**src/design/ugeb_pkg.sv**
```systemverilog
package ugeb_pkg;

	localparam int COORD_W = 16;
	localparam int GW_W    = 11;
	localparam int CNT_W   = 11;
	localparam int ENT_W   = 16;
	localparam int CFG_W   = 16;
	localparam int CIX_W   = 2;
	localparam int DIVN_W  = 17;
	localparam int SPAN_W  = 17;
	localparam int PROD_W  = COORD_W + GW_W;
	localparam int ADDR_W  = 29;

	localparam logic [CIX_W-1:0] REG_CELL_SIZE  = 2'd0;
	localparam logic [CIX_W-1:0] REG_GRID_WIDTH = 2'd1;
	localparam logic [CIX_W-1:0] REG_GRID_CELLS = 2'd2;

	localparam logic [CFG_W-1:0] RST_CELL_SIZE  = 16'd32;
	localparam logic [GW_W-1:0]  RST_GRID_WIDTH = 11'd32;
	localparam logic [GW_W-1:0]  RST_GRID_CELLS = 11'd1024;

	localparam logic [1:0] DIV_START_X = 2'd0;
	localparam logic [1:0] DIV_END_X   = 2'd1;
	localparam logic [1:0] DIV_START_Y = 2'd2;
	localparam logic [1:0] DIV_END_Y   = 2'd3;

	typedef struct packed {
		logic               kind;
		logic [ENT_W-1:0]   entity;
		logic [COORD_W-1:0] pos_x;
		logic [COORD_W-1:0] pos_y;
		logic [COORD_W-1:0] dim_w;
		logic [COORD_W-1:0] dim_h;
	} item_t;

	typedef struct packed {
		logic [CNT_W-1:0] cells_covered;
		logic [CNT_W-1:0] cells_changed;
		logic             overflow;
	} result_t;

	typedef enum logic [4:0] {
		S_CLEAR, S_IDLE, S_DIV_GO, S_DIV_WAIT, S_MUL, S_SETUP, S_ROW, S_CELL,
		S_FILL, S_SCAN, S_CMP, S_MISS, S_HIT, S_SHIFT_RD, S_SHIFT_WR, S_NEXT,
		S_DONE
	} state_t;

	typedef struct packed {
		logic clr_step;
		logic load;
		logic div_go;
		logic mul;
		logic setup;
		logic row_init;
		logic row_next;
		logic cell_go;
		logic fill_take;
		logic slot_rd;
		logic slot_next;
		logic append;
		logic set_ovf;
		logic shift_rd;
		logic shift_wr;
		logic remove;
		logic x_next;
		logic finish;
	} cmd_t;

	typedef struct packed {
		logic clr_last;
		logic div_done;
		logic div_last;
		logic row_end;
		logic cell_end;
		logic last_row;
		logic scan_end;
		logic match;
		logic unreg;
		logic full;
		logic shift_more;
		logic out_busy;
	} status_t;

endpackage

```
**src/design/ugeb_ctrl.sv**
```systemverilog
module ugeb_ctrl (
	input  logic              clk,
	input  logic              arst_n,
	input  logic              item_valid,
	output logic              item_ready,
	input  ugeb_pkg::status_t status,
	output ugeb_pkg::cmd_t    cmd
);
	import ugeb_pkg::*;

	state_t state_q;
	state_t state_d;

	always_ff @(posedge clk or negedge arst_n) begin
		if (!arst_n) begin
			state_q <= S_CLEAR;
		end else begin
			state_q <= state_d;
		end
	end

	always_comb begin
		state_d = state_q;
		case (state_q)
			S_CLEAR:    if (status.clr_last) state_d = S_IDLE;
			S_IDLE:     if (item_valid) state_d = S_DIV_GO;
			S_DIV_GO:   state_d = S_DIV_WAIT;
			S_DIV_WAIT: begin
				if (status.div_done) begin
					state_d = status.div_last ? S_MUL : S_DIV_GO;
				end
			end
			S_MUL:      state_d = S_SETUP;
			S_SETUP:    state_d = S_ROW;
			S_ROW:      state_d = status.row_end ? S_DONE : S_CELL;
			S_CELL: begin
				if (status.cell_end) begin
					state_d = status.last_row ? S_DONE : S_ROW;
				end else begin
					state_d = S_FILL;
				end
			end
			S_FILL:     state_d = S_SCAN;
			S_SCAN:     state_d = status.scan_end ? S_MISS : S_CMP;
			S_CMP:      state_d = status.match ? S_HIT : S_SCAN;
			S_MISS:     state_d = S_NEXT;
			S_HIT:      state_d = status.unreg ? S_SHIFT_RD : S_NEXT;
			S_SHIFT_RD: state_d = status.shift_more ? S_SHIFT_WR : S_NEXT;
			S_SHIFT_WR: state_d = S_SHIFT_RD;
			S_NEXT:     state_d = S_CELL;
			S_DONE:     if (!status.out_busy) state_d = S_IDLE;
			default:    state_d = S_IDLE;
		endcase
	end

	always_comb begin
		cmd        = '0;
		item_ready = 1'b0;
		case (state_q)
			S_CLEAR:  cmd.clr_step = 1'b1;
			S_IDLE: begin
				item_ready = 1'b1;
				cmd.load   = item_valid;
			end
			S_DIV_GO: cmd.div_go = 1'b1;
			S_MUL:    cmd.mul = 1'b1;
			S_SETUP:  cmd.setup = 1'b1;
			S_ROW:    cmd.row_init = !status.row_end;
			S_CELL: begin
				if (status.cell_end) begin
					cmd.row_next = !status.last_row;
				end else begin
					cmd.cell_go = 1'b1;
				end
			end
			S_FILL:   cmd.fill_take = 1'b1;
			S_SCAN:   cmd.slot_rd = !status.scan_end;
			S_CMP:    cmd.slot_next = !status.match;
			S_MISS: begin
				if (!status.unreg) begin
					cmd.set_ovf = status.full;
					cmd.append  = !status.full;
				end
			end
			S_SHIFT_RD: begin
				cmd.shift_rd = status.shift_more;
				cmd.remove   = !status.shift_more;
			end
			S_SHIFT_WR: cmd.shift_wr = 1'b1;
			S_NEXT:     cmd.x_next = 1'b1;
			S_DONE:     cmd.finish = !status.out_busy;
			default: ;
		endcase
	end

endmodule

```
**config.mk**
```make
export PLATFORM = sky130hd
export DESIGN_NAME = ugeb_ctrl
export DESIGN_NICKNAME = d
export VERILOG_FILES = /design/src/design/ugeb_pkg.sv /design/src/design/ugeb_ctrl.sv
export SDC_FILE = /design/constraint.sdc
export NUM_CORES = 1
export LEC_CHECK = 0
export CAP_MARGIN = 20
export CORE_MARGIN = 10
export CORE_UTILIZATION = 35
export CTS_CLUSTER_DIAMETER = 120
export DETAILED_ROUTE_END_ITERATION = 12
export DONT_BUFFER_PORTS = 1
export SLEW_MARGIN = 20
export SYNTH_ARGS = -nofsm -noshare
export SYNTH_HDL_FRONTEND = slang
export SYNTH_SLANG_ARGS = --single-unit
```
**constraint.sdc**
```tcl
create_clock -name clk -period 1.6 [get_ports clk]
set_input_delay 0.08 -clock clk [delete_from_list [all_inputs] [get_ports clk]]
set_output_delay 0.08 -clock clk [all_outputs]
set_load 0.01 [all_outputs]
```
==> results of run 1 <==
==> repair_timing <==
item	in CTS	in global routing
pin swaps	1	3
gates resized for setup	8	11
hold buffers	2	0
setup endpoints to repair	7	12
buffers inserted	2	2
endpoints found under the hold margin	6	0
==> layout make-up <==
cell class,count,area [um2]
clock buffer,4,26.3
timing repair buffer,25,200
fill,173,793
sequential,5,128
multi-input combinational,74,510
inverter,5,18.8
tap,25,31.3
==> per-layer routing <==
metal | up-vias | wire, um | track usage (%)
li1 | 378 | - | -
met1 | 377 | 1090 | 13.9
met2 | 30 | 1120 | 18.7
met3 | 2 | 145 | 3.23
met4 | 0 | 8 | 3.63
met5 | - | 0 | 0
==> path summary, 6_finish.rpt <==
path / start / to / slack [ns] / depth (start not counted)
min in group asynchronous: arst_n / state_q[0]$_DFFE_PN0P_ / 0.14 / 1
max in group asynchronous: arst_n / state_q[2]$_DFFE_PN0P_ / 1.22 / 1
worst max-delay path: state_q[4]$_DFFE_PN0P_ / cmd[8] / -0.02 / 5
worst min-delay path: status[0] / state_q[4]$_DFFE_PN0P_ / 0.02 / 2
worst max register to register: state_q[3]$_DFFE_PN0P_ / state_q[1]$_DFFE_PN0P_ / 0.04 / 5
worst min register to register: state_q[4]$_DFFE_PN0P_ / state_q[3]$_DFFE_PN0P_ / 0.70 / 3
==> power groups by stage <==
stage          sequential [mW]  clock, mW  combinational [mW]
2_1_floorplan            0.218          0               0.789
3_3_place_gp             0.264          0                1.05
6_report                 0.284      0.149                1.21
3_5_place_dp             0.265          0                1.05
5_1_grt                  0.296      0.168                1.33
4_1_cts                  0.272      0.155                1.11
==> per-stage QoR <==
step                hold WS, ns  util [%]  worst slack, ns
detailed placement       -0.215      44.7           0.0540
global placement         -0.215      44.7            0.130
CTS                      0.0133      49.8         0.000745
finish                   0.0159      53.6          -0.0199
floorplan                -0.216         -            0.107
global route             0.0405      53.6          -0.0815
==> Yosys cell counts (all sizes together), types with 3 or more instances <==
master | n | area share [%]
a211oi | 3 | 3.6
buf | 5 | 5.0
dfrtp | 5 | 20
inv | 5 | 3.0
nand2 | 9 | 5.4
nand2b | 5 | 5.0
nand3 | 3 | 2.4
nor2 | 14 | 8.4
nor3 | 8 | 8.2
nor4 | 7 | 8.0
o21ai | 4 | 3.2
==> cells by family (layout without fill, tap and decap cells) <==
logic type,after synthesis,after routing,share of synthesized area [%]
AO/OA/AOI/OAI,18,18,20.7
flip-flops,5,5,19.9
AND/OR/NAND/NOR,55,55,48.6
multiplexers,1,1,1.59
buffers and inverters,12,34,9.16
==> results.md, run 1 <==
- Buf+Inv Stages, Crit Path: 3
- PD cells: 1800 nW/um2
- Post-Syn Nets: roughly 110
- Initial Util: 36.8%
- Root Driver: clkbuf_4
- Clk sink count: 5
- First-pass GRT wire length: 3730 um
- Starting DRT DRC Count: 25
- Final nets: around 130
- Router iterations before antenna repair: 5
- Failing checks: negative setup slack
- CTS tree: done
- Total power: 1.64 mW
- Worst vdd ir: 0.794 mV
- Hold WC Path Type: primary input to flip-flop
- Setup Viol. Count Final: 1
- Worst-Skew Late Latency: 0.25 ns
- Number of port buffers: 0
- Maxcap violations: 0
- Crit-path leading delay family: buffers and inverters
- Worst Path Required: 1.52 ns
- Crit path launch type: flip-flop
- H-tree Lvls: 1
- Setup ws final: -0.0199 ns
- Slew headroom: 74.3%
- Cell Area, Placed: between 700 and 800 um2
- Period utilisation layout: 101%
- Cell mode on critical path: buf_4
- Max reg flops: 5
- Layout area overhead: 45.6%
- Pins over their slew limit: 0
- Io pins: 34
- Seq cells post-synth: 5
- Die ar.: 3890 um2
- Top reg by flops: state_q
- Num rows: 15
- Global placement routability congestion: 0.875
- Slew @ Worst Pin: around 0.38 ns
- Status: finished, violations left
- CP cell instances: buf_6 -> nand3b_1 -> buf_4 -> nor4_1 -> buf_4
- Via-to-Cell Ratio: 5.70
- Worst clock skew: around 0.0062 ns
- Die Ht: 62.4 um
- Largest regs: state_q x5
- EDFF count, synth: 0
- Via count: 787
- Clk pin slew, worst setup/hold paths: 0.05 ns
- Non-Filler Instances: 138
- Comb pwr share: 73.6%
- TNS Setup: -0.0199 ns
- Core area: between 1500 and 2000 um2
- Minimum clock period: 1.62 ns
- Post-Route WL: 2360 um
- Remaining antenna violation count: 0
- Synth warnings: 0
- Seq/Total Area, Yosys: between 10% and 20%
- Post-route DRC: 0
- Design area: about 910 um2
- Die width: 62.4 um
- Mean Syn Cell Area: about 6.9 um2
- Crit Path Category: flip-flop to output port
- Crit path DAT: 1.54 ns
- CTS Buf Count: 3
- Initial antenna violation count: 0
- Post-synth top flop: dfrtp_1
- Yosys cell types: 36
- Leakage power: about 0.37 nW
- Placed Instances: 128
- Hold Vio Cnt, Final: 0
- Ys async rst share: 100%
- Clk pwr share: 9.1%
- Largest net degree at the start of global routing: 12
- Final HPWL DP: 1840 um
- Switching fraction of total power: 50.6%
- Setup crit end kind: output port
- Slowest stage cell on the critical path: dfrtp_1
- Internal Pwr Total: 811 uW
- Cells after synthesis: just over 90
- Switching power: 831 uW
- Vias in the first global route: 748
- Avg WL per Cell: 17.1 um
- Mapped Area: 628 um2
- Commonest non-fill, non-tap cells in the layout: buf_4, nor2_1, nand2_1, nor4_1
- GRT Total Usage: 11.4%
- Ant diodes: 0
- Seq pwr share: 17.3%
- CTS Buffer Depth: 2
- Share of post-route cells with drive strength above 1: 39.8%
- Fmax: between 600 and 700 MHz
- Unrepaired setup endpoints after global routing: yes
- Grt total ovfl: 0
- Critical-path maximum fanout: 5
- Crit-path max cell delay: 0.40 ns
- Commonest non-fill, non-tap cell in the layout: buf_4
Note: power is estimated with default switching activity, not from simulation.
==> run 2, diff against run 1 <==
Clock period 1.6 ns to 1.61 ns, I/O delays scaled along.
==> run 2 against run 1 <==
  * The run now ends clean
  * Power fell by 2.5%
  * Core utilization rose by 0.44 points
  * Cell area rose by 0.82%
  * Critical path depth did not move
  * Count of clock-buffer cells in the layout did not move
  * Hold slack improved by 0.0082 ns
  * Global-route usage barely moved
  * Routed wire length rose by 2.2%
  * Combinational power fell by 3%
  * Register-to-register slack improved by 0.04 ns
  * Setup slack improved by 0.026 ns
  * Sequential share of layout area fell by 0.11 points
  * Largest cell class unchanged
  * Largest power group unchanged
  * Highest routed layer unchanged
==> results.md, run 2 (synthesized netlist as in run 1, its figures left out) <==
- Final nets: 129
- Unrepaired setup endpoints after global routing: yes
- Pins over their slew limit: 0
- Router iterations before antenna repair: 4
- Crit-path max cell delay: 0.41 ns
- First-pass GRT wire length: 3740 um
- Worst vdd ir: 0.758 mV
- Vias in the first global route: 734
- Global placement routability congestion: around 0.9
- Fillers: 173
- Worst clock skew: 0.00663 ns
- Io pins: 34
- Crit Path Category: flip-flop to output port
- Commonest non-fill, non-tap cells in the layout: buf_4, nor2_1, nand2_1
- Post-route DRC: 0
- Slew @ Worst Pin: 0.306 ns
- Share of post-route cells with drive strength above 1: between 30% and 40%
- CTS tree: done
- Number of port buffers: 0
- Slew headroom: 79.4%
- Ant diodes: 0
- Starting DRT DRC Count: 42
- Core area: 1710 um2
- H-tree Lvls: 1
- CP cell instances: buf_6 -> nand3b_1 -> buf_6 -> nor4b_4 -> buf_4
- Minimum clock period: between 1.5 and 2 ns
- Slowest stage cell on the critical path: dfrtp_1
- Total power: ~1.6 mW
- GRT Total Usage: 11.5%
- Fmax: 624 MHz
- Non-Filler Instances: between 100 and 150
- Hold Vio Cnt, Final: 0
- Via count: 792
- Period utilisation layout: 99.6%
- Maxcap violations: 0
- Status: finished, final reports clean
- Final design utilization: 54.0%
- Crit path launch type: flip-flop
- Placed Instances: 128
- Worst Path Required: 1.53 ns
- Remaining antenna violation count: 0
- Commonest non-fill, non-tap cell in the layout: buf_4
- Num rows: 15
- CTS Buf Count: 3
- Clk sink count: 5
- Setup crit end kind: output port
- Grt total ovfl: 0
- Root Driver: clkbuf_4
- Clk pin slew, worst setup/hold paths: roughly 0.05 ns
- Crit path DAT: 1.52 ns
- Die ar.: 3890 um2
- Setup Viol. Count Final: 0
- CTS Buffer Depth: 2
- Cell mode on critical path: buf_6
- Final HPWL DP: 1840 um
- PD cells: between 1500 and 2000 nW/um2
- Hold WC Path Type: primary input to flip-flop
- Initial Util: a little under two fifths
- Die width: just over 60 um
- Worst-Skew Late Latency: roughly 0.25 ns
- Top reg by flops: state_q
- Initial antenna violation count: 0
- Layout area overhead: 46.8%
- Post-Route WL: 2410 um
- Largest regs: state_q x5
- Largest net degree at the start of global routing: 12
- Leakage power: 0.383 nW
- Die Ht: 62.4 um
- Critical-path maximum fanout: 5
- Avg WL per Cell: 17.5 um
- Max reg flops: 5
- Final hold slack: 0.0241 ns
- Via-to-Cell Ratio: 5.74
==> run 2: cell counts in the layout (fill, tap and decap cells not counted) <==
No cell type changed its count.
==> run 2: critical path: cells and delay by family, from the launching register on <==
family | cells | cell delay [ns]
buffers and inverters | 3 | 0.46
DFF | 1 | 0.41
and+or+nand+nor | 2 | 0.40
==> run 2: what timing repair did <==
action | in CTS | in global routing
gates resized for setup | 8 | 11
hold endpoints to repair | 6 | 0
setup endpoints to repair | 7 | 11
hold buffers | 2 | 0
setup buffers | 0 | 4
pin swaps | 1 | 1
==> run 2: final cells by class <==
class | instances | area [um2] | area share [%]
repair buffers | 25 | 204 | 22.1
multi-input cells | 74 | 514 | 55.8
clock buffers | 4 | 26.3 | 2.85
well taps | 25 | 31.3 | 3.39
flip-flops and latches | 5 | 128 | 13.8
inverters | 5 | 18.8 | 2.04
==> run 2: metal layers <==
metal / vias to the layer above / GRT usage (%) / wire, um
met5: - / 0 / 0
met4: 0 / 3.63 / 12
met3: 3 / 3.23 / 152
met2: 28 / 18.1 / 1150
met1: 382 / 14.5 / 1100
li1: 379 / - / -
==> run 2: final timing paths <==
| check | start | slack (ns) | end | cells past startpoint |
|---|---|---|---|---|
| max in group asynchronous | arst_n | 1.23 | state_q[2]$_DFFE_PN0P_ | 1 |
| worst max register to register | state_q[3]$_DFFE_PN0P_ | 0.08 | state_q[1]$_DFFE_PN0P_ | 5 |
| min in group asynchronous | arst_n | 0.14 | state_q[0]$_DFFE_PN0P_ | 1 |
| worst min-delay path | status[0] | 0.02 | state_q[4]$_DFFE_PN0P_ | 2 |
| worst max-delay path | state_q[4]$_DFFE_PN0P_ | 0.006 | cmd[5] | 5 |
| worst min register to register | state_q[4]$_DFFE_PN0P_ | 0.70 | state_q[3]$_DFFE_PN0P_ | 3 |
==> run 2: report_power, final <==
group          switching (mW)  total [mW]  internal, mW
Combinational           0.666        1.17         0.509
Sequential             0.0912       0.276         0.185
Clock                  0.0567       0.151        0.0941
Total                   0.814        1.60         0.788
==> run 2: stage by stage <==
stage	setup TNS, ns	worst slack (ns)	area, um2
after global placement	0	0.140	763
after detailed placement	0	0.0640	763
after global routing	-0.128	-0.0448	922
after floorplan	0	0.117	628
after CTS	-0.0167	-0.0104	836
final	0	0.00621	922
==> run 3, diff against run 2 <==
--- a/config.mk
+++ b/config.mk
@@ -12,4 +12,5 @@
 export DETAILED_ROUTE_END_ITERATION = 12
 export DONT_BUFFER_PORTS = 1
+export GPL_TIMING_DRIVEN = 0
 export SLEW_MARGIN = 20
 export SYNTH_ARGS = -nofsm -noshare
==> constraint.sdc (replaced) <==
create_clock -name clk -period 1.61 [get_ports clk]
set_input_delay 0.161 -clock clk [delete_from_list [all_inputs] [get_ports clk]]
set_output_delay 0.161 -clock clk [all_outputs]
set_load 0.01 [all_outputs]
==> run 3 against run 2 <==
  * The run now ends with negative setup slack left
  * Hold slack gained 0.065 ns
  * Combinational power up 17%
  * Final cell count fell by 8.0%
  * Critical endpoint is now cmd[16]
==> results.md, run 3 (synthesized netlist as in run 1, its figures left out) <==
- Pins over their slew limit: 0
- Final HPWL DP: 1700 um
- Internal Pwr Total: 816 uW
- Setup ws final: -0.0522 ns
- Share of post-route cells with drive strength above 1: 42.2%
- CTS tree: done
- Ant diodes: 0
- Die Ht: 62.4 um
- Total power: 1.73 mW
- Top reg by flops: state_q
- Worst-Skew Late Latency: 0.24 ns
- Max reg flops: 5
- Clk sink count: 5
- Fmax: 602 MHz
- Slew headroom: roughly 75%
- Failing checks: negative setup slack
- Maxcap violations: 0
- Final design utilization: 53.4%
- TNS Setup: -0.0958 ns
- Initial Util: 36.8%
- Status: finished, violations left
- H-tree Lvls: 1
- Post-route DRC: 0
- Leakage power: 0.346 nW
- Grt total ovfl: 0
- Worst Path Required: 1.45 ns
- Die width: 62.4 um
- Largest regs: state_q x5
- Avg WL per Cell: 17.9 um
- Switching fraction of total power: between 50% and 60%
- Starting DRT DRC Count: 37
- Layout area overhead: 45.2%
- First-pass GRT wire length: 3630 um
- Io pins: 34
- Hold Vio Cnt, Final: 0
- Remaining antenna violation count: 0
- Crit path launch type: flip-flop
- Router iterations before antenna repair: 4
- Crit path DAT: about 1.5 ns
- Unrepaired setup endpoints after global routing: yes
- Comb pwr share: 78.8%
- Placed Instances: 116
- Design area: between 900 and 1000 um2
- Hold WC Path Type: primary input to flip-flop
- Via count: 772
- Critical-path maximum fanout: 5
- Clk pwr share: 8.1%
- Worst clock skew: 0.00167 ns
- Crit Path Category: flip-flop to output port
- CTS Buffer Depth: 2
- Setup crit end kind: output port
- Root Driver: clkbuf_4
- Global placement routability congestion: 0.860
- Switching power: 919 uW
- Clk pin slew, worst setup/hold paths: 0.04 ns
- Worst vdd ir: between 0.7 and 0.8 mV
- Vias in the first global route: 717
- Core area: approximately 1700 um2
- Largest net degree at the start of global routing: 11
- Initial antenna violation count: 0
- Die ar.: 3890 um2
- Non-Filler Instances: 127
- Post-Route WL: ~2300 um
- Commonest non-fill, non-tap cells in the layout: nor2_1, nand2_1, buf_4, clkbuf_4
- Number of port buffers: 0
- Via-to-Cell Ratio: roughly 6.1
- Num rows: 15
- Final nets: approximately 120
- Fillers: 166
- Period utilisation layout: 103%
- GRT Total Usage: 11.0%
- Commonest non-fill, non-tap cell in the layout: nor2_1
- CTS Buf Count: 3
- Minimum clock period: ~1.7 ns
- Seq pwr share: between 10% and 20%
- Cell Area, Placed: 659 um2
- Slew @ Worst Pin: 0.374 ns
- PD cells: between 1500 and 2000 nW/um2
- Setup Viol. Count Final: 4
==> run 3: changes by cell type in the layout (fill, tap and decap cells not counted), sizes merged <==
cell	delta
buf	-13
dlygate4sd3	-1
clkbuf	+3
==> run 3: power by group through the flow <==
stage	registers, mW	logic (mW)	clock network, mW
final	0.228	1.37	0.141
after global routing	0.232	1.48	0.158
after CTS	0.223	1.28	0.149
after detailed placement	0.231	0.968	0
after global placement	0.230	0.959	0
after floorplan	0.217	0.784	0
==> run 3: worst max-delay path, stage by stage, from the launching register on <==
cell and delay [ns]:
dfrtp_2 0.42, or3b_4 0.46, nor3_4 0.20, and2_4 0.19
==> run 3: final cells by class <==
| cell class | instances | area (um2) | share of cell area [%] |
|---|---|---|---|
| plain buffers | 7 | 55.1 | 6.04 |
| clock buffers | 4 | 26.3 | 2.88 |
| inverters | 5 | 18.8 | 2.06 |
| multi-input cells | 74 | 596 | 65.3 |
| flip-flops and latches | 5 | 126 | 13.9 |
| well taps | 25 | 31.3 | 3.43 |
| repair buffers | 7 | 58.8 | 6.45 |
==> run 3: final timing paths <==
path | slack (ns) | startpoint | cells past startpoint | endpoint
min in group asynchronous | 0.21 | arst_n | 1 | state_q[1]$_DFFE_PN0P_
setup / recovery | -0.05 | state_q[3]$_DFFE_PN0P_ | 3 | cmd[16]
hold reg to reg | 0.77 | state_q[4]$_DFFE_PN0P_ | 3 | state_q[3]$_DFFE_PN0P_
hold / removal | 0.09 | status[8] | 2 | state_q[4]$_DFFE_PN0P_
max in group asynchronous | 1.20 | arst_n | 1 | state_q[3]$_DFFE_PN0P_
setup reg to reg | -0.01 | state_q[0]$_DFFE_PN0P_ | 5 | state_q[0]$_DFFE_PN0P_
==> run 3: metal layers <==
metal,vias up,track usage [%],part of all wire (%)
met3,0,3.94,11
met5,-,0,0
met1,370,13.9,41
met2,44,16.9,47
li1,358,-,-
met4,0,3.35,0
==> run 3: metrics by stage <==
stage / setup WS [ns] / hold WS [ns]
2_1_floorplan: 0.0741 / -0.135
3_3_place_gp: -0.144 / -0.134
3_5_place_dp: -0.151 / -0.134
4_1_cts: -0.0598 / 0.0796
5_1_grt: -0.122 / 0.0854
6_report: -0.0522 / 0.0894
==> run 3: timing repair <==
action,4_1_cts,5_1_grt
endpoints found under the setup margin,14,12
gates resized for setup,34,5
hold buffers,1,0
endpoints found under the hold margin,5,0
pin swaps,9,7
buffers inserted,4,2
